[src/rtl/assert_macros.svh]
// ---------------------------------------------------------------------------
// assertion macros
// clocked concurrent checks shared by the date unit rtl
// ---------------------------------------------------------------------------
`ifndef ASSERT_MACROS_SVH
`define ASSERT_MACROS_SVH

// plain property on clk_i, off during reset
`define GDAU_ASSERT(name, prop, msg) \
  name: assert property (@(posedge clk_i) disable iff (!rst_ni) prop) \
    else $error(msg);

// same-cycle implication
`define GDAU_ASSERT_IMP(name, pre, con, msg) \
  `GDAU_ASSERT(name, (pre) |-> (con), msg)

`endif

[src/rtl/gdau_pkg.sv]
// ---------------------------------------------------------------------------
// gdau_pkg
// types, constants and calendar helpers of the gregorian date unit
// ---------------------------------------------------------------------------
package gdau_pkg;

  typedef enum logic [3:0] {
    CMD_QUERY       = 4'd0,
    CMD_FROM_DAYS   = 4'd1,
    CMD_ADD_DAYS    = 4'd2,
    CMD_ADD_MONTHS  = 4'd3,
    CMD_ADD_YEARS   = 4'd4,
    CMD_DIFF        = 4'd5,
    CMD_MONTH_START = 4'd6,
    CMD_MONTH_END   = 4'd7,
    CMD_YEAR_START  = 4'd8,
    CMD_YEAR_END    = 4'd9
  } cmd_e;

  localparam logic [13:0] YEAR_MAX      = 14'd9999;
  localparam logic [21:0] X_MAX         = 22'd3652424;
  localparam logic [21:0] EPOCH_X       = 22'd719528;
  localparam logic [16:0] MONTHS_MAX    = 17'd120000;
  localparam logic [23:0] YEAR_RECIP    = 24'd11759217;
  localparam logic [22:0] SEVEN_RECIP   = 23'd4793491;
  localparam logic [12:0] HUNDRED_RECIP = 13'd5243;
  localparam logic [15:0] THIRD_RECIP   = 16'd43691;

  typedef struct packed {
    logic               vld;
    logic               ok;
    logic [21:0]        x;
    logic signed [22:0] diff;
    logic signed [1:0]  ord;
  } front_t;

  typedef struct packed {
    logic               ok;
    logic [13:0]        year;
    logic [3:0]         month;
    logic [4:0]         day;
    logic signed [22:0] day_number;
    logic [2:0]         weekday;
    logic [8:0]         day_of_year;
    logic               leap;
    logic [4:0]         month_length;
    logic signed [22:0] day_diff;
    logic signed [1:0]  order;
  } res_t;

  function automatic logic [9:0] div100(input logic [15:0] v);
    logic [28:0] p;
    p = 29'(v) * 29'(HUNDRED_RECIP);
    return p[28:19];
  endfunction

  function automatic logic is_leap(input logic [13:0] y);
    logic [9:0]  q;
    logic [15:0] c;
    logic        hund;
    q    = div100({2'b00, y});
    c    = 16'(q) * 16'd100;
    hund = (c == {2'b00, y});
    return (y[1:0] == 2'b00) && (!hund || (q[1:0] == 2'b00));
  endfunction

  // days from 0000-01-01 to the first day of year y
  function automatic logic [21:0] days_before(input logic [14:0] y);
    logic [21:0] base;
    logic [15:0] y4;
    logic [16:0] y400;
    logic [9:0]  c100;
    logic [9:0]  c400;
    base = 22'(y) * 22'd365;
    y4   = (16'(y) + 16'd3) >> 2;
    c100 = div100(16'(y) + 16'd99);
    y400 = (17'(y) + 17'd399) >> 2;
    c400 = div100(y400[15:0]);
    return base + 22'(y4) - 22'(c100) + 22'(c400);
  endfunction

  function automatic logic [4:0] month_len(input logic lp, input logic [3:0] m);
    logic [4:0] r;
    unique case (m)
      4'd1, 4'd3, 4'd5, 4'd7, 4'd8, 4'd10, 4'd12: r = 5'd31;
      4'd4, 4'd6, 4'd9, 4'd11:                   r = 5'd30;
      4'd2:                                      r = lp ? 5'd29 : 5'd28;
      default:                                   r = 5'd0;
    endcase
    return r;
  endfunction

  function automatic logic [8:0] cum_days(input logic [3:0] m);
    logic [8:0] r;
    unique case (m)
      4'd2:    r = 9'd31;
      4'd3:    r = 9'd59;
      4'd4:    r = 9'd90;
      4'd5:    r = 9'd120;
      4'd6:    r = 9'd151;
      4'd7:    r = 9'd181;
      4'd8:    r = 9'd212;
      4'd9:    r = 9'd243;
      4'd10:   r = 9'd273;
      4'd11:   r = 9'd304;
      4'd12:   r = 9'd334;
      default: r = 9'd0;
    endcase
    return r;
  endfunction

  function automatic logic [8:0] day_of_year(input logic lp, input logic [3:0] m,
                                             input logic [4:0] d);
    return cum_days(m) + 9'((m > 4'd2) && lp) + 9'(d);
  endfunction

endpackage

[src/rtl/gdau_civil.sv]
// ---------------------------------------------------------------------------
// gdau_civil
// three stages from a day count to year, month, day, weekday and day of year
// ---------------------------------------------------------------------------
module gdau_civil (
  input  logic             clk_i,
  input  logic             rst_ni,
  input  logic             en_i,
  input  gdau_pkg::front_t fr_i,
  output logic             vld_o,
  output gdau_pkg::res_t   res_o
);

  // stage 5: year estimate and weekday quotient
  logic [45:0]        pe;
  logic [21:0]        v7;
  logic [44:0]        pw;
  logic               vld5_q, ok5_q;
  logic [21:0]        x5_q;
  logic [13:0]        e5_q;
  logic [19:0]        q7_5_q;
  logic signed [22:0] diff5_q;
  logic signed [1:0]  ord5_q;

  always_comb begin
    pe = 46'(fr_i.x) * 46'(gdau_pkg::YEAR_RECIP);
    v7 = fr_i.x + 22'd6;
    pw = 45'(v7) * 45'(gdau_pkg::SEVEN_RECIP);
  end

  always_ff @(posedge clk_i or negedge rst_ni) begin
    if (!rst_ni) begin
      vld5_q <= 1'b0;
    end else if (en_i) begin
      vld5_q <= fr_i.vld;
    end
  end

  always_ff @(posedge clk_i) begin
    if (en_i) begin
      ok5_q   <= fr_i.ok;
      x5_q    <= fr_i.x;
      e5_q    <= pe[45:32];
      q7_5_q  <= pw[44:25];
      diff5_q <= fr_i.diff;
      ord5_q  <= fr_i.ord;
    end
  end

  // stage 6: year correction and weekday
  logic [14:0]        e15;
  logic [21:0]        s_lo, s_mid, s_hi, st;
  logic [13:0]        y6_d;
  logic [21:0]        v6;
  logic               vld6_q, ok6_q;
  logic [21:0]        x6_q;
  logic [13:0]        y6_q;
  logic [8:0]         doy0_6_q;
  logic [2:0]         wd6_q;
  logic signed [22:0] diff6_q;
  logic signed [1:0]  ord6_q;

  always_comb begin
    e15   = {1'b0, e5_q};
    s_lo  = gdau_pkg::days_before(e15 - 15'd1);
    s_mid = gdau_pkg::days_before(e15);
    s_hi  = gdau_pkg::days_before(e15 + 15'd1);
    v6    = x5_q + 22'd6;
    priority if (x5_q >= s_hi) begin
      y6_d = e5_q + 14'd1;
      st   = s_hi;
    end else if (x5_q >= s_mid) begin
      y6_d = e5_q;
      st   = s_mid;
    end else begin
      y6_d = e5_q - 14'd1;
      st   = s_lo;
    end
  end

  always_ff @(posedge clk_i or negedge rst_ni) begin
    if (!rst_ni) begin
      vld6_q <= 1'b0;
    end else if (en_i) begin
      vld6_q <= vld5_q;
    end
  end

  always_ff @(posedge clk_i) begin
    if (en_i) begin
      ok6_q    <= ok5_q;
      x6_q     <= x5_q;
      y6_q     <= y6_d;
      doy0_6_q <= 9'(x5_q - st);
      wd6_q    <= 3'(v6 - 22'(q7_5_q) * 22'd7);
      diff6_q  <= diff5_q;
      ord6_q   <= ord5_q;
    end
  end

  // stage 7: month search and result register
  logic           lp;
  logic [3:0]     mon;
  logic [8:0]     cm;
  logic [8:0]     dd;
  gdau_pkg::res_t res_d;
  logic           vld7_q;
  gdau_pkg::res_t res_q;

  always_comb begin
    lp  = gdau_pkg::is_leap(y6_q);
    mon = 4'd1;
    for (int i = 2; i <= 12; i++) begin
      if (doy0_6_q >= gdau_pkg::cum_days(4'(i)) + 9'((i > 2) && lp)) begin
        mon = 4'(i);
      end
    end
    cm  = gdau_pkg::cum_days(mon) + 9'((mon > 4'd2) && lp);
    dd  = doy0_6_q - cm + 9'd1;
    res_d = '0;
    if (ok6_q) begin
      res_d.ok           = 1'b1;
      res_d.year         = y6_q;
      res_d.month        = mon;
      res_d.day          = dd[4:0];
      res_d.day_number   = 23'(x6_q) - 23'(gdau_pkg::EPOCH_X);
      res_d.weekday      = wd6_q;
      res_d.day_of_year  = doy0_6_q + 9'd1;
      res_d.leap         = lp;
      res_d.month_length = gdau_pkg::month_len(lp, mon);
      res_d.day_diff     = diff6_q;
      res_d.order        = ord6_q;
    end
  end

  always_ff @(posedge clk_i or negedge rst_ni) begin
    if (!rst_ni) begin
      vld7_q <= 1'b0;
    end else if (en_i) begin
      vld7_q <= vld6_q;
    end
  end

  always_ff @(posedge clk_i) begin
    if (en_i) begin
      res_q <= res_d;
    end
  end

  assign vld_o = vld7_q;
  assign res_o = res_q;

endmodule

[config.mk]
export PLATFORM = sky130hd
export DESIGN_NAME = gdau_civil
export DESIGN_NICKNAME = d
export VERILOG_FILES = /design/src/rtl/assert_macros.svh /design/src/rtl/gdau_pkg.sv /design/src/rtl/gdau_civil.sv
export SDC_FILE = /design/constraint.sdc
export NUM_CORES = 2
export LEC_CHECK = 0
export ABC_AREA = 1
export CORE_ASPECT_RATIO = 1.4
export CORE_MARGIN = 2
export CORE_UTILIZATION = 63
export DETAILED_ROUTE_END_ITERATION = 8
export DONT_BUFFER_PORTS = 1
export PLACE_DENSITY = 0.77
export SETUP_SLACK_MARGIN = 0.1
export SYNTH_ARGS = -nofsm -noshare
export SYNTH_HDL_FRONTEND = slang
export SYNTH_SLANG_ARGS = --single-unit
[constraint.sdc]
create_clock -name clk_i -period 42.4 [get_ports clk_i]
set_input_delay 2.12 -clock clk_i [delete_from_list [all_inputs] [get_ports clk_i]]
set_output_delay 2.12 -clock clk_i [all_outputs]
set_load 0.01 [all_outputs]
Word level (Yosys, flattened, before mapping)
Memories as Yosys holds them, arrays and structs flattened. Index checks and enable logic that the tools add are counted.

Flip-flop bits (word level): 249. Memory bits (read-only): 144. Input port bits: 52. Memories kept: 1.

Memory list: (name not given) (words 16, bits a word 9, rd ports 1, clocked after Yosys merged registers in 0, wr ports 0, line gdau_pkg.sv:95) `unique case (m)`.

Add/sub/neg operators: 41. Multipliers: 14. Magnitude comparators: 14. Equality and inequality tests: 13. Muxes and demuxes: 18. Reductions and logical operators: 8.

Operator list (count): $mux 90 (1); $mul 14x13->27 const B (3); $ge 9x9->1 (7); $mul 22x24->46 const B (1); $mul 22x23->45 const B (1); $ge 22x22->1 (2); $mux 4 (10); $add 8x1->9 const A (4); $add 15x7->16 const B (2); $add 15x9->16 const B (2); $mul 16x13->29 const B (1); $mul 15x13->28 const B (1); $mul 16x13->28 const B (1); $mux 14 (2); $add 9x1->9 const A (3); $mul 13x13->26 const B (1); $sub 22x20->23 const B (1); $add 22x13->22 (1); $add 22x14->22 (1); $add 22x3->22 const B (1); $add 22x7->22 (1); $add 22x8->22 (1); $mul 14x9->22 const B (1); $mul 15x9->22 const B (1); 44 further kinds (58).

Longest topological paths before layout
Word-level depth: 24. Gate-level depth with buffers: 85.

Least setup slack after synthesis
OpenSTA, ideal clock, no wires.

Path kind: reg-to-reg. Start point: register e5_q[0]. End point: register doy0_6_q[8] (data pin). Library setup time: 252 ps. Arrival: 13737 ps. Data required time: 42148 ps. Path slack: 28410 ps. Cell stages (with the launch flop): 77. Buffers on the path: 2. Period minus slack after synthesis: 13990 ps. Cell sequence: edfxtp_1 buf_6 inv_2 ha_1 inv_1 ha_1 nand2_1 nand2_1 a21oi_1 nor2_1 nand2_1 nand2_1 inv_1 nor2_1 xor2_1 inv_1 fa_1 inv_1 [41 not listed] inv_1 nand4_1 clkbuf_1 a21oi_1 a2bb2oi_1 ha_1 inv_1 fa_1 nand3_1 nand2_1 a21o_1 a21oi_1 o21ai_0 a21o_1 xor2_1 inv_1 nand3_1 nand2_1.

Word-level cells in the longest chain between the ends: 8. Elaborated cells between the ends (all ways): 34. Classes of those cells: 21 x add/sub; 9 x mul; 2 x order compare; 2 x mux.

RTL lines: start: declaration (line gdau_civil.sv:20) `logic [13:0] e5_q;`; start signal: assignment (line gdau_civil.sv:43) `e5_q <= pe[45:32];`; $add 14x1->15, or another cell as far along (line gdau_civil.sv:67) `s_hi = gdau_pkg::days_before(e15 + 15'd1);`; $mul 15x9->22, or another cell as far along (line gdau_pkg.sv:74) `base = 22'(y) * 22'd365;`; $add 22x14->22, or another cell as far along (line gdau_pkg.sv:79) `return base + 22'(y4) - 22'(c100) + 22'(c400);`; $sub 22x10->22, or another cell as far along (line gdau_pkg.sv:79); $add 22x8->22, or another cell as far along (line gdau_pkg.sv:79); $ge 22x22->1 or $mux 9 (tied branches) (line gdau_civil.sv:69, gdau_civil.sv:72); $mux 9 (*) (line gdau_civil.sv:69) `priority if (x5_q >= s_hi) begin`; $sub 9x9->9 (*) (line gdau_civil.sv:94) `doy0_6_q <= 9'(x5_q - st);`; end signal: assignment (line gdau_civil.sv:94); end: declaration (line gdau_civil.sv:58) `logic [8:0] doy0_6_q;`.

Mark *: on every way between the ends. The rest lies on a longest branch, timed or not. A chain may end at the register's enable or synchronous reset.

Final worst setup path
Same ends and word-level chain as after synthesis.

==> impl_metrics.csv <==
group,metric,value,unit
worst_setup_path,cp_slowest_cell,"sky130_fd_sc_hd__nand3_1",
logic_synthesis,postSynth.topFlopCell,"sky130_fd_sc_hd__edfxtp_1",
clocking,post_cts.repair.setup_buffers,0,
logic_synthesis,post_synth_main_area_contributors,"sky130_fd_sc_hd__fa_1, sky130_fd_sc_hd__ha_1, sky130_fd_sc_hd__inv_1, sky130_fd_sc_hd__edfxtp_1, sky130_fd_sc_hd__nand2_1",
sta,hold_viol,0,
placement,dpl.hpwl,136000,um
logic_synthesis,synth.top_cell.area_share,31.1,%
routing,length_of_routed_met3_wiring,7750,um
logic_synthesis,netlist.top_cell.by_area,"sky130_fd_sc_hd__fa_1",
routing,highest_layer,"met5",
layout,proportion_of_layout_cells_with_a_drive_suffix_above_1,2.03,%
clocking,clock_tree.root_cell,"sky130_fd_sc_hd__clkbuf_16",
layout,layout.nets,8898,
worst_setup_path,critical_path.startpoint_type,"register",
sta,grt_setup_unrepaired,"no",
logic_synthesis,syn_avg_cell_area,9.32,um2
worst_setup_path,required_time_at_the_endpoint_of_the_critical_path,42.76,ns
die,initial_core_util,63.3,%
global_routing,grt_util_all_layers,32.5,%
sta,transition_time_at_the_pin_with_the_least_slew_margin,1.21,ns
clocking,ctsHoldBuffers,0,
global_routing,grt_pass1_wl,248000,um
sta,slew_headroom,18.7,%
hold_path,hold_path_stages,0,
placement,place_worst_setup_slack,26.07,ns
routing,wirelength_met1,55300,um
worst_setup_path,critical_path_peak_fanout,33,
sta,post-route-period-util,38.8,%
clocking,htreeDepth,1,
flow_run,timing.max_cap.violations,0,
routing,drt-wirelength-per-cell,19.7,um
logic_synthesis,synth_warnings,0,
logic_synthesis,post-synth-top-count-cell,"sky130_fd_sc_hd__inv_1",
clocking,cts-buffers-inserted,28,
die,io_pins,143,
routing,drt-total-wl,155000,um
logic_synthesis,post_synth_inst_count,6546,
routing,post-route-drc-count,0,
logic_synthesis,syn-num-nets,8871,
global_routing,grt_antenna_before_repair,3,
worst_setup_path,cpMostUsedCell,"sky130_fd_sc_hd__inv_1",
sta,timing.final.crit_period,16.43,ns
die,rows,135,
worst_setup_path,reg2regPathDepth,70,
die,coreArea,96300,um2
global_routing,first_global_vias,47333,
worst_setup_path,cpPeakStageDelay,0.79,ns
clocking,cts_tree,"done",
routing,antenna_violating_nets_post_route,0,
sta,max_clock_freq,60.8,MHz
die,fp.dieW,267,um
sta,final-max-slew-violation-count,0,
clocking,insertion_delay,0.61,ns
global_routing,grt_overflow,0,
routing,drtIter0Drc,2383,
placement,dpl.cell_count,7776,
layout,filler_cells,7819,
sta,worst_clock_skew,0.0292,ns
hold_path,min_path_type,"reg -> reg",
logic_synthesis,synthDistinctLibCells,62,
logic_synthesis,netlist_top_cells_count,"sky130_fd_sc_hd__inv_1, sky130_fd_sc_hd__ha_1, sky130_fd_sc_hd__fa_1",
logic_synthesis,postSynthRegisterBits,230,
placement,numPortBuffers,0,
placement,gp_congestion,0.981,
clocking,clockBufferDepth,3,
routing,vias,43527,
worst_setup_path,critPathKind,"reg -> reg",
worst_setup_path,setup.worst_path.end_class,"register",
die,die_y,372,um
clocking,postCtsResizedCells,0,
routing,viasPerCell,5.56,
clocking,clkSinkCount,230,
clocking,clkTransAtPathRegs,0.07,ns
layout,layoutNonFillerInstCount,7827,
logic_synthesis,synth_sequential_area_ratio,11.3,%
layout,final_cell_area,63500,um2
die,dieArea,99300,um2
routing,firstDrtPassIters,8,
worst_setup_path,cp_data_arrival_time,16.79,ns
sta,setup-violations-final,0,
sta,fin_setup_tns,0,ns
logic_synthesis,synth_area,61000,um2
layout,area_growth,4.20,%
placement,placed_cell_area,62600,um2
logic_synthesis,synth_enable_flop_cells,227,
outcome,result_of_the_run,"finished clean",
sta,finalWorstSetupSlack,25.97,ns
routing,route.met2.wl,80400,um
logic_synthesis,synthArstFlopShare,1.30,%
global_routing,grt_start_max_net_pins,233,
kinds of logic (layout without fill, tap and decap cells):
logic type / after synthesis / count (layout) / synth area share, %
muxes: 1 / 1 / 0.0185
buffers and inverters: 1934 / 1981 / 11.9
other: 0 / 1 / 0
adders and majority gates: 2273 / 2273 / 58.3
and+or+nand+nor: 1165 / 1165 / 8.22
DFF: 230 / 230 / 11.3
xor gates and xnor gates: 296 / 296 / 4.34
AOI/OAI and AO/OA: 647 / 647 / 5.90
sequential cells by signal, summed over array words and instances, names as in the netlist:
signal	count
vld_o	1
e5_q	14
y6_q	14
ok5_q	1
ord6_q	2
wd6_q	3
vld5_q	1
ord5_q	2
vld6_q	1
x6_q	22
q7_5_q	3
diff5_q	23
res_o	88
doy0_6_q	9
x5_q	22
ok6_q	1
diff6_q	23
cells in the final DEF, fill, tap and decap left out, types with 13 or more instances in the layout:
cell                           n
sky130_fd_sc_hd__clkbuf_16    28
sky130_fd_sc_hd__nor2_1      218
sky130_fd_sc_hd__nand2_1     654
sky130_fd_sc_hd__nor4_1       16
sky130_fd_sc_hd__or2_2        13
sky130_fd_sc_hd__fa_1        947
sky130_fd_sc_hd__o21bai_1     17
sky130_fd_sc_hd__xor2_1      203
sky130_fd_sc_hd__xnor2_1      86
sky130_fd_sc_hd__a21o_1       19
sky130_fd_sc_hd__a21oi_1     333
sky130_fd_sc_hd__edfxtp_1    227
sky130_fd_sc_hd__buf_4        25
sky130_fd_sc_hd__inv_1      1896
sky130_fd_sc_hd__ha_1       1326
sky130_fd_sc_hd__o21a_1       13
sky130_fd_sc_hd__o211ai_1     15
sky130_fd_sc_hd__o21ai_0     173
sky130_fd_sc_hd__nand4_1      43
sky130_fd_sc_hd__nand3_1     132
sky130_fd_sc_hd__nor3_1       41
sky130_fd_sc_hd__a31oi_1      22
sky130_fd_sc_hd__a211oi_1     15
layer usage:
metal	global-route usage, %	vias up
met5	0	-
met4	18.4	4
met3	3.05	461
met2	60.3	1281
met1	36.3	21352
li1	-	20429
worst paths after layout:
| kind | startpoint | endpoint | slack, ns |
|---|---|---|---|
| hold reg to reg | diff5_q[11]$_DFFE_PP_ | diff6_q[11]$_DFFE_PP_ | 0.42 |
| setup / recovery | e5_q[0]$_DFFE_PP_ | doy0_6_q[8]$_DFFE_PP_ | 25.97 |
| max in group asynchronous | rst_ni | vld_o$_DFFE_PN0P_ | 41.13 |
| hold / removal | diff5_q[11]$_DFFE_PP_ | diff6_q[11]$_DFFE_PP_ | 0.42 |
| setup reg to reg | e5_q[0]$_DFFE_PP_ | doy0_6_q[8]$_DFFE_PP_ | 25.97 |
| min in group asynchronous | rst_ni | vld5_q$_DFFE_PN0P_ | 1.21 |
through the flow:
step / util, % / hold slack [ns]
after floorplan: - / 0.400
after detailed placement: 65.0 / 0.405
after CTS: 66.0 / 0.419
after global placement: 65.0 / 0.402
after global routing: 66.0 / 0.423
final: 66.0 / 0.419
area by class of cell:
type / count / area (um2) / share of cell area (%)
clock buffers: 33 / 749 / 1.18
well taps: 1233 / 1540 / 2.43
clock inverters: 17 / 193 / 0.303
multi-input cells: 4382 / 46800 / 73.7
flip-flops and latches: 230 / 6890 / 10.8
repair buffers: 25 / 188 / 0.295
inverters: 1906 / 7150 / 11.3
diodes: 1 / 2.50 / 0.00394
critical path: cells and delay by family (launching register included):
kind	cells	cell delay (ns)
AO/OA/AOI/OAI	21	3.68
XOR/XNOR	4	1.19
AND/OR/NAND/NOR	15	2.26
flip-flops	1	0.61
buffers and inverters	14	2.00
adder cells (fa/ha/maj)	16	6.48
Power is not shown: default switching activity piles up to over one toggle a cycle in this logic, so the estimate is an artifact.
