### src/rtl/assert_macros.svh
// ---------------------------------------------------------------------------
// assertion macros
// clocked concurrent checks shared by the date unit rtl
// ---------------------------------------------------------------------------
`ifndef ASSERT_MACROS_SVH
`define ASSERT_MACROS_SVH

// plain property on clk_i, off during reset
`define GDAU_ASSERT(name, prop, msg) \
  name: assert property (@(posedge clk_i) disable iff (!rst_ni) prop) \
    else $error(msg);

// same-cycle implication
`define GDAU_ASSERT_IMP(name, pre, con, msg) \
  `GDAU_ASSERT(name, (pre) |-> (con), msg)

`endif

### src/rtl/gdau_pkg.sv
// ---------------------------------------------------------------------------
// gdau_pkg
// types, constants and calendar helpers of the gregorian date unit
// ---------------------------------------------------------------------------
package gdau_pkg;

  typedef enum logic [3:0] {
    CMD_QUERY       = 4'd0,
    CMD_FROM_DAYS   = 4'd1,
    CMD_ADD_DAYS    = 4'd2,
    CMD_ADD_MONTHS  = 4'd3,
    CMD_ADD_YEARS   = 4'd4,
    CMD_DIFF        = 4'd5,
    CMD_MONTH_START = 4'd6,
    CMD_MONTH_END   = 4'd7,
    CMD_YEAR_START  = 4'd8,
    CMD_YEAR_END    = 4'd9
  } cmd_e;

  localparam logic [13:0] YEAR_MAX      = 14'd9999;
  localparam logic [21:0] X_MAX         = 22'd3652424;
  localparam logic [21:0] EPOCH_X       = 22'd719528;
  localparam logic [16:0] MONTHS_MAX    = 17'd120000;
  localparam logic [23:0] YEAR_RECIP    = 24'd11759217;
  localparam logic [22:0] SEVEN_RECIP   = 23'd4793491;
  localparam logic [12:0] HUNDRED_RECIP = 13'd5243;
  localparam logic [15:0] THIRD_RECIP   = 16'd43691;

  typedef struct packed {
    logic               vld;
    logic               ok;
    logic [21:0]        x;
    logic signed [22:0] diff;
    logic signed [1:0]  ord;
  } front_t;

  typedef struct packed {
    logic               ok;
    logic [13:0]        year;
    logic [3:0]         month;
    logic [4:0]         day;
    logic signed [22:0] day_number;
    logic [2:0]         weekday;
    logic [8:0]         day_of_year;
    logic               leap;
    logic [4:0]         month_length;
    logic signed [22:0] day_diff;
    logic signed [1:0]  order;
  } res_t;

  function automatic logic [9:0] div100(input logic [15:0] v);
    logic [28:0] p;
    p = 29'(v) * 29'(HUNDRED_RECIP);
    return p[28:19];
  endfunction

  function automatic logic is_leap(input logic [13:0] y);
    logic [9:0]  q;
    logic [15:0] c;
    logic        hund;
    q    = div100({2'b00, y});
    c    = 16'(q) * 16'd100;
    hund = (c == {2'b00, y});
    return (y[1:0] == 2'b00) && (!hund || (q[1:0] == 2'b00));
  endfunction

  // days from 0000-01-01 to the first day of year y
  function automatic logic [21:0] days_before(input logic [14:0] y);
    logic [21:0] base;
    logic [15:0] y4;
    logic [16:0] y400;
    logic [9:0]  c100;
    logic [9:0]  c400;
    base = 22'(y) * 22'd365;
    y4   = (16'(y) + 16'd3) >> 2;
    c100 = div100(16'(y) + 16'd99);
    y400 = (17'(y) + 17'd399) >> 2;
    c400 = div100(y400[15:0]);
    return base + 22'(y4) - 22'(c100) + 22'(c400);
  endfunction

  function automatic logic [4:0] month_len(input logic lp, input logic [3:0] m);
    logic [4:0] r;
    unique case (m)
      4'd1, 4'd3, 4'd5, 4'd7, 4'd8, 4'd10, 4'd12: r = 5'd31;
      4'd4, 4'd6, 4'd9, 4'd11:                   r = 5'd30;
      4'd2:                                      r = lp ? 5'd29 : 5'd28;
      default:                                   r = 5'd0;
    endcase
    return r;
  endfunction

  function automatic logic [8:0] cum_days(input logic [3:0] m);
    logic [8:0] r;
    unique case (m)
      4'd2:    r = 9'd31;
      4'd3:    r = 9'd59;
      4'd4:    r = 9'd90;
      4'd5:    r = 9'd120;
      4'd6:    r = 9'd151;
      4'd7:    r = 9'd181;
      4'd8:    r = 9'd212;
      4'd9:    r = 9'd243;
      4'd10:   r = 9'd273;
      4'd11:   r = 9'd304;
      4'd12:   r = 9'd334;
      default: r = 9'd0;
    endcase
    return r;
  endfunction

  function automatic logic [8:0] day_of_year(input logic lp, input logic [3:0] m,
                                             input logic [4:0] d);
    return cum_days(m) + 9'((m > 4'd2) && lp) + 9'(d);
  endfunction

endpackage

### src/rtl/gdau_front.sv
// ---------------------------------------------------------------------------
// gdau_front
// four stages: decode and check, date to day count, command resolve, and
// the day count of the result date
// ---------------------------------------------------------------------------
module gdau_front (
  input  logic                  clk_i,
  input  logic                  rst_ni,
  input  logic                  en_i,
  input  logic                  vld_i,
  input  logic [3:0]            cmd_i,
  input  logic [13:0]           year_i,
  input  logic [3:0]            month_i,
  input  logic [4:0]            day_i,
  input  logic signed [22:0]    offset_i,
  input  logic [13:0]           year_b_i,
  input  logic [3:0]            month_b_i,
  input  logic [4:0]            day_b_i,
  output gdau_pkg::front_t      fr_o
);

  // stage 1
  logic                  lpa, lpb, va, vb;
  logic [4:0]            mla, mlb;
  logic                  vld1_q;
  gdau_pkg::cmd_e        cmd1_q;
  logic [13:0]           y1_q, yb1_q;
  logic [3:0]            m1_q;
  logic [4:0]            d1_q;
  logic signed [22:0]    off1_q;
  logic                  va1_q, vb1_q, lpa1_q;
  logic signed [24:0]    tot1_d, tot1_q, ry4_1_d, ry4_1_q;
  logic [8:0]            doya1_q, doyb1_q;

  always_comb begin
    lpa     = gdau_pkg::is_leap(year_i);
    lpb     = gdau_pkg::is_leap(year_b_i);
    mla     = gdau_pkg::month_len(lpa, month_i);
    mlb     = gdau_pkg::month_len(lpb, month_b_i);
    va      = (year_i <= gdau_pkg::YEAR_MAX) && (day_i != 5'd0) && (day_i <= mla);
    vb      = (year_b_i <= gdau_pkg::YEAR_MAX) && (day_b_i != 5'd0) && (day_b_i <= mlb);
    tot1_d  = 25'(year_i) * 25'd12 + 25'(month_i) - 25'd1 + 25'(offset_i);
    ry4_1_d = 25'(year_i) + 25'(offset_i);
  end

  always_ff @(posedge clk_i or negedge rst_ni) begin
    if (!rst_ni) begin
      vld1_q <= 1'b0;
    end else if (en_i) begin
      vld1_q <= vld_i;
    end
  end

  always_ff @(posedge clk_i) begin
    if (en_i) begin
      cmd1_q  <= gdau_pkg::cmd_e'(cmd_i);
      y1_q    <= year_i;
      m1_q    <= month_i;
      d1_q    <= day_i;
      yb1_q   <= year_b_i;
      off1_q  <= offset_i;
      va1_q   <= va;
      vb1_q   <= vb;
      lpa1_q  <= lpa;
      tot1_q  <= tot1_d;
      ry4_1_q <= ry4_1_d;
      doya1_q <= gdau_pkg::day_of_year(lpa, month_i, day_i);
      doyb1_q <= gdau_pkg::day_of_year(lpb, month_b_i, day_b_i);
    end
  end

  // stage 2
  logic [21:0]        xa2_d, xb2_d;
  logic               tot_ok, y4ok, lp4;
  logic [30:0]        p3;
  logic               ok2_d;
  logic [13:0]        ry2_d;
  logic [3:0]         rm2_d;
  logic [4:0]         rd2_d, d4;
  logic               vld2_q, ok2_q;
  gdau_pkg::cmd_e     cmd2_q;
  logic [13:0]        ry2_q, q2_q;
  logic [3:0]         rm2_q;
  logic [4:0]         rd2_q;
  logic [21:0]        xa2_q, xb2_q;
  logic signed [22:0] off2_q;
  logic [16:0]        tlo2_q;

  always_comb begin
    xa2_d  = gdau_pkg::days_before({1'b0, y1_q}) + 22'(doya1_q) - 22'd1;
    xb2_d  = gdau_pkg::days_before({1'b0, yb1_q}) + 22'(doyb1_q) - 22'd1;
    tot_ok = (tot1_q >= 25'sd0) && (tot1_q < $signed(25'(gdau_pkg::MONTHS_MAX)));
    p3     = 31'(tot1_q[16:2]) * 31'(gdau_pkg::THIRD_RECIP);
    y4ok   = (ry4_1_q >= 25'sd0) && (ry4_1_q <= $signed(25'(gdau_pkg::YEAR_MAX)));
    lp4    = gdau_pkg::is_leap(ry4_1_q[13:0]);
    d4     = ((m1_q == 4'd2) && (d1_q == 5'd29) && !lp4) ? 5'd28 : d1_q;
    ry2_d  = y1_q;
    rm2_d  = m1_q;
    rd2_d  = d1_q;
    unique case (cmd1_q)
      gdau_pkg::CMD_QUERY:      ok2_d = va1_q;
      gdau_pkg::CMD_FROM_DAYS:  ok2_d = 1'b1;
      gdau_pkg::CMD_ADD_DAYS:   ok2_d = va1_q;
      gdau_pkg::CMD_ADD_MONTHS: ok2_d = va1_q && tot_ok;
      gdau_pkg::CMD_ADD_YEARS: begin
        ok2_d = va1_q && y4ok;
        ry2_d = ry4_1_q[13:0];
        rd2_d = d4;
      end
      gdau_pkg::CMD_DIFF:        ok2_d = va1_q && vb1_q;
      gdau_pkg::CMD_MONTH_START: begin
        ok2_d = va1_q;
        rd2_d = 5'd1;
      end
      gdau_pkg::CMD_MONTH_END: begin
        ok2_d = va1_q;
        rd2_d = gdau_pkg::month_len(lpa1_q, m1_q);
      end
      gdau_pkg::CMD_YEAR_START: begin
        ok2_d = va1_q;
        rm2_d = 4'd1;
        rd2_d = 5'd1;
      end
      gdau_pkg::CMD_YEAR_END: begin
        ok2_d = va1_q;
        rm2_d = 4'd12;
        rd2_d = 5'd31;
      end
      default: ok2_d = 1'b0;
    endcase
  end

  always_ff @(posedge clk_i or negedge rst_ni) begin
    if (!rst_ni) begin
      vld2_q <= 1'b0;
    end else if (en_i) begin
      vld2_q <= vld1_q;
    end
  end

  always_ff @(posedge clk_i) begin
    if (en_i) begin
      cmd2_q <= cmd1_q;
      ok2_q  <= ok2_d;
      ry2_q  <= ry2_d;
      rm2_q  <= rm2_d;
      rd2_q  <= rd2_d;
      xa2_q  <= xa2_d;
      xb2_q  <= xb2_d;
      off2_q <= off1_q;
      tlo2_q <= tot1_q[16:0];
      q2_q   <= p3[30:17];
    end
  end

  // stage 3
  logic [16:0]        r12;
  logic [3:0]         rm3m;
  logic               lp3;
  logic [4:0]         ml3;
  logic signed [24:0] sx;
  logic               in_rng;
  logic signed [22:0] dv;
  logic               ok3_d, usex3_d;
  logic [13:0]        ry3_d;
  logic [3:0]         rm3_d;
  logic [4:0]         rd3_d;
  logic signed [22:0] diff3_d;
  logic signed [1:0]  ord3_d;
  logic               vld3_q, ok3_q, usex3_q;
  logic [21:0]        x3_q;
  logic [13:0]        ry3_q;
  logic [3:0]         rm3_q;
  logic [4:0]         rd3_q;
  logic signed [22:0] diff3_q;
  logic signed [1:0]  ord3_q;

  always_comb begin
    r12    = tlo2_q - 17'(q2_q) * 17'd12;
    rm3m   = r12[3:0] + 4'd1;
    lp3    = gdau_pkg::is_leap(q2_q);
    ml3    = gdau_pkg::month_len(lp3, rm3m);
    if (cmd2_q == gdau_pkg::CMD_FROM_DAYS) begin
      sx = 25'(off2_q) + 25'(gdau_pkg::EPOCH_X);
    end else begin
      sx = 25'(xa2_q) + 25'(off2_q);
    end
    in_rng  = (sx >= 25'sd0) && (sx <= $signed(25'(gdau_pkg::X_MAX)));
    dv      = 23'(xa2_q) - 23'(xb2_q);
    ok3_d   = ok2_q;
    usex3_d = 1'b0;
    ry3_d   = ry2_q;
    rm3_d   = rm2_q;
    rd3_d   = rd2_q;
    diff3_d = '0;
    ord3_d  = '0;
    unique case (cmd2_q)
      gdau_pkg::CMD_FROM_DAYS, gdau_pkg::CMD_ADD_DAYS: begin
        ok3_d   = ok2_q && in_rng;
        usex3_d = 1'b1;
      end
      gdau_pkg::CMD_ADD_MONTHS: begin
        ry3_d = q2_q;
        rm3_d = rm3m;
        rd3_d = (rd2_q > ml3) ? ml3 : rd2_q;
      end
      gdau_pkg::CMD_DIFF: begin
        diff3_d = dv;
        ord3_d  = (dv < 23'sd0) ? -2'sd1 : ((dv > 23'sd0) ? 2'sd1 : 2'sd0);
      end
      default: ok3_d = ok2_q;
    endcase
  end

  always_ff @(posedge clk_i or negedge rst_ni) begin
    if (!rst_ni) begin
      vld3_q <= 1'b0;
    end else if (en_i) begin
      vld3_q <= vld2_q;
    end
  end

  always_ff @(posedge clk_i) begin
    if (en_i) begin
      ok3_q   <= ok3_d;
      usex3_q <= usex3_d;
      x3_q    <= sx[21:0];
      ry3_q   <= ry3_d;
      rm3_q   <= rm3_d;
      rd3_q   <= rd3_d;
      diff3_q <= diff3_d;
      ord3_q  <= ord3_d;
    end
  end

  // stage 4
  logic             lp4b;
  logic [21:0]      x4_d;
  logic             vld4_q;
  gdau_pkg::front_t fr_q;

  always_comb begin
    lp4b = gdau_pkg::is_leap(ry3_q);
    if (usex3_q) begin
      x4_d = x3_q;
    end else begin
      x4_d = gdau_pkg::days_before({1'b0, ry3_q})
           + 22'(gdau_pkg::day_of_year(lp4b, rm3_q, rd3_q)) - 22'd1;
    end
  end

  always_ff @(posedge clk_i or negedge rst_ni) begin
    if (!rst_ni) begin
      vld4_q <= 1'b0;
    end else if (en_i) begin
      vld4_q <= vld3_q;
    end
  end

  always_ff @(posedge clk_i) begin
    if (en_i) begin
      fr_q.vld  <= 1'b0;
      fr_q.ok   <= ok3_q;
      fr_q.x    <= x4_d;
      fr_q.diff <= diff3_q;
      fr_q.ord  <= ord3_q;
    end
  end

  always_comb begin
    fr_o     = fr_q;
    fr_o.vld = vld4_q;
  end

endmodule

### config.mk
export PLATFORM = sky130hd
export DESIGN_NAME = gdau_front
export DESIGN_NICKNAME = d
export VERILOG_FILES = /design/src/rtl/assert_macros.svh /design/src/rtl/gdau_pkg.sv /design/src/rtl/gdau_front.sv
export SDC_FILE = /design/constraint.sdc
export NUM_CORES = 2
export LEC_CHECK = 0
export BUFFER_PORTS_ARGS = -buffer_cell sky130_fd_sc_hd__clkbuf_2
export CAP_MARGIN = 20
export CORE_MARGIN = 2
export CORE_UTILIZATION = 40
export CTS_CLUSTER_SIZE = 40
export DETAILED_ROUTE_END_ITERATION = 10
export SYNTH_ARGS = -nofsm -noshare
export SYNTH_HDL_FRONTEND = slang
export SYNTH_SLANG_ARGS = --single-unit
### constraint.sdc
create_clock -name clk_i -period 17.2 [get_ports clk_i]
set_input_delay 1.72 -clock clk_i [delete_from_list [all_inputs] [get_ports clk_i]]
set_output_delay 1.72 -clock clk_i [all_outputs]
set_load 0.005 [all_outputs]
After elaboration in Yosys (flattened, before gate mapping)
Memories as Yosys holds them, arrays and structs flattened. A register that Yosys moved wholly into a read port is not among the register bits.
Index checks and enable logic that the tools add are counted.
Widths: inputs -> output; s select.
{"block": "word_totals", "regBits": 371, "romBits": 432, "in_bits": 77, "out_inout_bits": 49, "memories": 3}
{"memory": "(no name shown)", "depth": 16, "word_bits": 9, "rd": 1, "rd_clocked_by_memory_dff": 1, "wr": 0, "line": "gdau_pkg.sv:95", "rtl": "unique case (m)"}
{"memory": "(no name shown)", "depth": 16, "word_bits": 9, "rd": 1, "rd_clocked_by_memory_dff": 0, "wr": 0, "line": "gdau_pkg.sv:95"}
{"memory": "(no name shown)", "depth": 16, "word_bits": 9, "rd": 1, "rd_clocked_by_memory_dff": 0, "wr": 0, "line": "gdau_pkg.sv:95"}
{"block": "classes", "n_addsub": 39, "mul": 22, "order_cmp": 16, "eq_ne": 67, "n_mux": 27, "n_reduce_logical": 56}
{"operator": "$mul 14x13->27 const B", "count": 5}
{"operator": "$eq 4x4->1 const B", "count": 22}
{"operator": "$eq 4x3->1 const B", "count": 21}
{"operator": "$mul 15x13->28 const B", "count": 3}
{"operator": "$mul 13x13->26 const B", "count": 3}
{"operator": "$eq 15x14->1", "count": 5}
{"operator": "$add 22x13->22", "count": 3}
{"operator": "$add 22x7->22", "count": 3}
{"operator": "$add 22x9->22", "count": 3}
{"operator": "$mul 14x9->22 const B", "count": 3}
{"operator": "$sub 22x1->22 const B", "count": 3}
{"operator": "$sub 22x9->22", "count": 3}
{"operator": "$mul 8x5->13 const B", "count": 5}
{"operator": "$pmux 5 s3", "count": 4}
{"operator": "$ge 25x1->1 const B", "count": 2}
{"operator": "$eq 4x2->1 const B", "count": 12}
{"operator": "$add 14x2->15 const B", "count": 3}
{"operator": "$add 14x7->15 const B", "count": 3}
{"operator": "$add 14x9->15 const B", "count": 3}
{"operator": "$mul 15x16->31 const B", "count": 1}
{"operator": "$le 14x14->1 const B", "count": 2}
{"operator": "$mux 14", "count": 2}
{"operator": "$reduce_or 7->1", "count": 4}
{"operator": "$add 9x1->9", "count": 3}
{"operator": "42 further kinds", "count": 106}

Longest topological paths before layout
{"block": "logic_depth", "depth_word": 12, "ltp_mapped": 61}

Worst setup path before layout
No wires, ideal clock.
{"block": "synth_timing", "kind": "flip-flop to flip-flop", "start": "register ry3_q[6]", "end": "register fr_q (netlist bit fr_o[46]) (data pin)", "setup_time_ns": 0.267, "arrival_time_ns": 13.415, "setup_slack_ns": 3.518, "path_stages_with_launch": 62, "path_buffers": 0, "synth_period_minus_slack_ns": 13.682, "path_cell_list": "edfxtp_1 -> inv_1 -> fa_1 -> inv_1 -> ha_1 -> fa_1 -> fa_1 -> inv_1 -> fa_1 -> inv_1 -> ha_1 -> a21o_1 -> a21o_1 -> a21oi_1 -> o2111ai_1 -> a31oi_1 -> nor2_1 -> a21o_1 -> [... 26 more ...] -> fa_1 -> ha_1 -> fa_1 -> inv_1 -> fa_1 -> fa_1 -> inv_1 -> ha_1 -> a21o_1 -> a21o_1 -> a21oi_1 -> o21ai_0 -> a41oi_1 -> a21oi_1 -> a211o_1 -> a21oi_1 -> xnor2_1 -> o21ai_0"}
{"block": "synth_via", "elab_chain_cells": 12}
{"element": "start, declared", "line": "gdau_front.sv:172", "rtl": "logic [13:0] ry3_q;"}
{"element": "start signal, assigned", "line": "gdau_front.sv:228", "rtl": "ry3_q <= ry3_d;"}
{"element": "$mul 14x13->27", "line": "gdau_pkg.sv:53", "rtl": "p = 29'(v) * 29'(HUNDRED_RECIP);"}
{"element": "$mul 8x5->13", "line": "gdau_pkg.sv:62", "rtl": "c = 16'(q) * 16'd100;"}
{"element": "$eq 15x14->1", "line": "gdau_pkg.sv:63", "rtl": "hund = (c == {2'b00, y});"}
{"element": "$logic_not 1->1", "line": "gdau_pkg.sv:64", "rtl": "return (y[1:0] == 2'b00) && (!hund || (q[1:0] == 2'b00));"}
{"element": "$logic_or 1x1->1", "line": "gdau_pkg.sv:64"}
{"element": "$logic_and 1x1->1", "line": "gdau_pkg.sv:64"}
{"element": "$logic_and 1x1->1", "line": "gdau_pkg.sv:114", "rtl": "return cum_days(m) + 9'((m > 4'd2) && lp) + 9'(d);"}
{"element": "$add 9x1->9", "line": "gdau_pkg.sv:114"}
{"element": "$add 9x5->9", "line": "gdau_pkg.sv:114"}
{"element": "$add 22x9->22 *", "line": "gdau_front.sv:248", "rtl": "+ 22'(gdau_pkg::day_of_year(lp4b, rm3_q, rd3_q)) - 22'd1;"}
{"element": "$sub 22x1->22 *", "line": "gdau_front.sv:248"}
{"element": "$mux 22 *", "line": "gdau_front.sv:244", "rtl": "if (usex3_q) begin"}
{"element": "via x4_d[21]", "line": "gdau_front.sv:238", "rtl": "logic [21:0] x4_d;"}
{"element": "end, declared", "line": "gdau_front.sv:240", "rtl": "gdau_pkg::front_t fr_q;"}
Mark *: on every way through the listed nets, which the timed path passes. The rest lies on a longest branch.
A chain may end at the register's enable or synchronous reset.

Worst setup path in the final report
{"block": "layout_timing", "start": "register ry3_q[5]", "end": "register fr_q (netlist bit fr_o[44]) (data pin)"}
The elaborated chain is that of the path after synthesis.

==> summary.txt <==
Cells and area
  – Reg area: between 10000 and 15000 µm²
  – Final Cell Area: roughly 82000 µm²
  – Layout area overhead: 7.05%
  – Ratio of cells with drive above 1 in the final layout: 0.0398
  – Area of the multi-input gates: slightly below 60000 µm²
  – Non-Filler Instances: about 10000
  – FILL cells: roughly 18000
  – Fin nets: 10600

Timing
  – Final Skew: around 29 ps
  – Setup violations, final: 0
  – Final period utilization: 0.902
  – Relative slew slack: 0.268
  – Final TNS setup: 0 ps
  – Final hold vios: 0
  – Actual slew at the worst max-slew pin: between 1000 and 1500 ps
  – Fmax achieved: around 64 MHz
  – Max Slew Vio Count: 0
  – RSZ-0062 raised after global routing: no
  – Period minus WS final: roughly 16000 ps

Setup path
  – Critical path type: reg -> reg
  – Critical path peak fanout: 10
  – Slowest stage delay, CP: around 700 ps
  – CP Launch Type: register
  – Worst EP required: between 15000 and 20000 ps
  – Most Frequent Cell on Critical Path: fa_1
  – WP data arrival: ~16000 ps
  – CP endpoint kind: register
  – CP max stage cell: edfxtp_1

Yosys
  – Synth Warn #: 0
  – Count leader, synth: inv_1
  – Number of synthesized flops with an enable pin: 364
  – Top cells by count, synth: inv_1 (1985), ha_1 (1777), fa_1 (1047)
  – Mapped Nets: between 10000 and 15000
  – Post-synthesis sequential area ratio: 0.146
  – Number of synthesized register bits: between 300 and 400
  – Post-synth top area share: 0.290
  – Ys async rst share: 0.0106
  – Post-synth cell types: between 90 and 100
  – Synth Cell Area: roughly 77000 µm²
  – Gate Count Post-Synth: ~7500
  – Synth area leader: ha_1
  – Avg Cell Area, Syn: 10.2 µm²
  – Main flop type after synthesis: edfxtp_1
  – Synth top area cells: ha_1 (29%), fa_1 (27%), edfxtp_1 (14%)

Clock tree
  – Hold buffers post-CTS: 0
  – Cts repair resizes: 0
  – CTS Buf Count: 45
  – CTS max path bufs: 3
  – Total setup buffers inserted after CTS: 0
  – CTS tree: done
  – H-tree Lvls: 2
  – Root buffer cell: clkbuf_16
  – Clk_lat worst skew: 650 ps
  – Clock sinks: 377
  – Worst-path clk slew: around 60 ps

Routing
  – WL/cell: between 15 and 20 µm
  – Vias after detailed routing: ~50000
  – Detail Route Antenna Nets: 0
  – DRC Markers: 0
  – Pre-antenna DRT Iters: 8
  – Final WL: between 150 and 200 mm
  – Iteration-0 DRC Markers: 2193
  – DR vias/cell: ~5

Placed design
  – Dpl hpwl: approximately 160 mm
  – Port-buffer cells: 125
  – Placed cells: ~10000
  – Area of placed instances: between 80000 and 90000 µm²
  – Global placement routability congestion: just over 0.9

Job
  – Maxcap violations: 0

GRT
  – First-pass GRT wire length: 296 mm
  – Vias in the first global route: roughly 54000
  – Initial antenna violation count: 17
  – Congestion Overflow GR: 0
  – Gr usage total: 0.191
  – Largest net degree at the start of global routing: 80

Outcome
  – Outcome: finished clean

Die
  – Die width: ~440 µm
  – Initial core utilization: 0.403
  – I/O pin cnt: 126
  – Row count: between 150 and 200
  – Die Y-Extent: ~440 µm
  – Die ar.: 195000 µm²
  – Core Area: 190000 µm²

Min path
  – Worst min path class: reg -> reg
[cells in the final DEF, fill, tap and decap left out, drive strengths merged, types with 9 or more instances in the layout]
| cell | Yosys | layout |
|---|---|---|
| inv | 1985 | 1993 |
| ha | 1777 | 1777 |
| fa | 1047 | 1047 |
| xnor2 | 370 | 370 |
| edfxtp | 364 | 364 |
| a21oi | 245 | 245 |
| nor2 | 239 | 239 |
| nand2 | 236 | 236 |
| o21ai | 209 | 209 |
| clkbuf | 22 | 175 |
| a21o | 139 | 139 |
| xor2 | 111 | 111 |
| nand3 | 66 | 66 |
| nor3 | 66 | 66 |
| nor2b | 55 | 55 |
| o21a | 54 | 54 |
| nand2b | 49 | 49 |
| buf | 9 | 38 |
| and3 | 37 | 37 |
| a31oi | 33 | 33 |
| a211oi | 27 | 27 |
| o21bai | 26 | 26 |
| mux2 | 26 | 26 |
| nand4 | 23 | 23 |
| o31ai | 22 | 22 |
| a21boi | 22 | 22 |
| nor4 | 20 | 20 |
| or3 | 19 | 19 |
| mux2i | 19 | 19 |
| o211ai | 17 | 17 |
| and2 | 16 | 16 |
| clkinv | 2 | 14 |
| or2 | 12 | 12 |
| a31o | 12 | 12 |
| dfxtp | 9 | 9 |
[metrics by stage]
step	utilization	hold slack [ps]	setup slack (ps)
finish	0.432	414	1690
global route	0.432	428	608
CTS	0.432	409	1610
detailed placement	0.424	405	1660
global placement	0.424	402	1880
floorplan	-	400	3520
[registers in the layout, indices dropped and copies added (netlist names), 5 cells and up, named ones only]
signal   count
tot1_q      24
diff3_q     23
xb2_q       22
ry3_q       14
doyb1_q      9
fr_o        47
ry4_1_q     24
y1_q        14
xa2_q       22
doya1_q      9
ry2_q       14
rd3_q        5
x3_q        22
yb1_q       14
q2_q        14
rd2_q        5
d1_q         5
off2_q      23
off1_q      23
[worst max-delay path, delay by kind of cell, from the launching register on]
family	cells	cell delay (ps)
adders and majority gates	18	7510
AOI/OAI and AO/OA	20	4430
and+or+nand+nor	10	1340
buffers and inverters	8	750
DFF	1	720
xor gates and xnor gates	3	550
[final timing paths]
| kind | startpoint | endpoint | slack, ps | cells past startpoint |
|---|---|---|---|---|
| worst min-delay path | off1_q[20] | off2_q[20] | 410 | 0 |
| max in group asynchronous | rst_ni | vld3_q | 16220 | 1 |
| worst max register to register | ry3_q[5] | fr_o[44] | 1690 | 59 |
| worst max-delay path | ry3_q[5] | fr_o[44] | 1690 | 59 |
| worst min register to register | off1_q[20] | off2_q[20] | 410 | 0 |
| min in group asynchronous | rst_ni | vld1_q | 860 | 1 |
[kinds of logic (layout without fill, tap and decap cells)]
group,after synthesis,after routing,share of synthesized area
fa+ha+maj,2824,2824,0.563
compound gates,889,889,0.0754
other cells,0,5,0
mux,46,46,0.00658
buf+inv,2018,2228,0.0988
xor+xnor,484,484,0.0558
flops,377,377,0.146
simple gates,872,872,0.0549
[layout make-up]
cell class | count | share of cell area
antenna | 5 | 0.000152
clock buffer | 51 | 0.0140
clock inverter | 28 | 0.00385
inverter | 1987 | 0.0907
multi-input combinational | 5115 | 0.706
sequential | 377 | 0.136
tap | 2511 | 0.0382
timing repair buffer | 162 | 0.0111
[per-layer routing]
| metal | part of all wire | up-vias | GRT usage |
|---|---|---|---|
| met5 | 0.00030 | - | 0 |
| met3 | 0.031 | 196 | 0.0141 |
| met4 | 0.029 | 8 | 0.0518 |
| met1 | 0.45 | 25000 | 0.257 |
| met2 | 0.49 | 711 | 0.332 |
| li1 | - | 24600 | - |
Power is not shown: default switching activity piles up to over one toggle a cycle in this logic, so the estimate is an artifact.
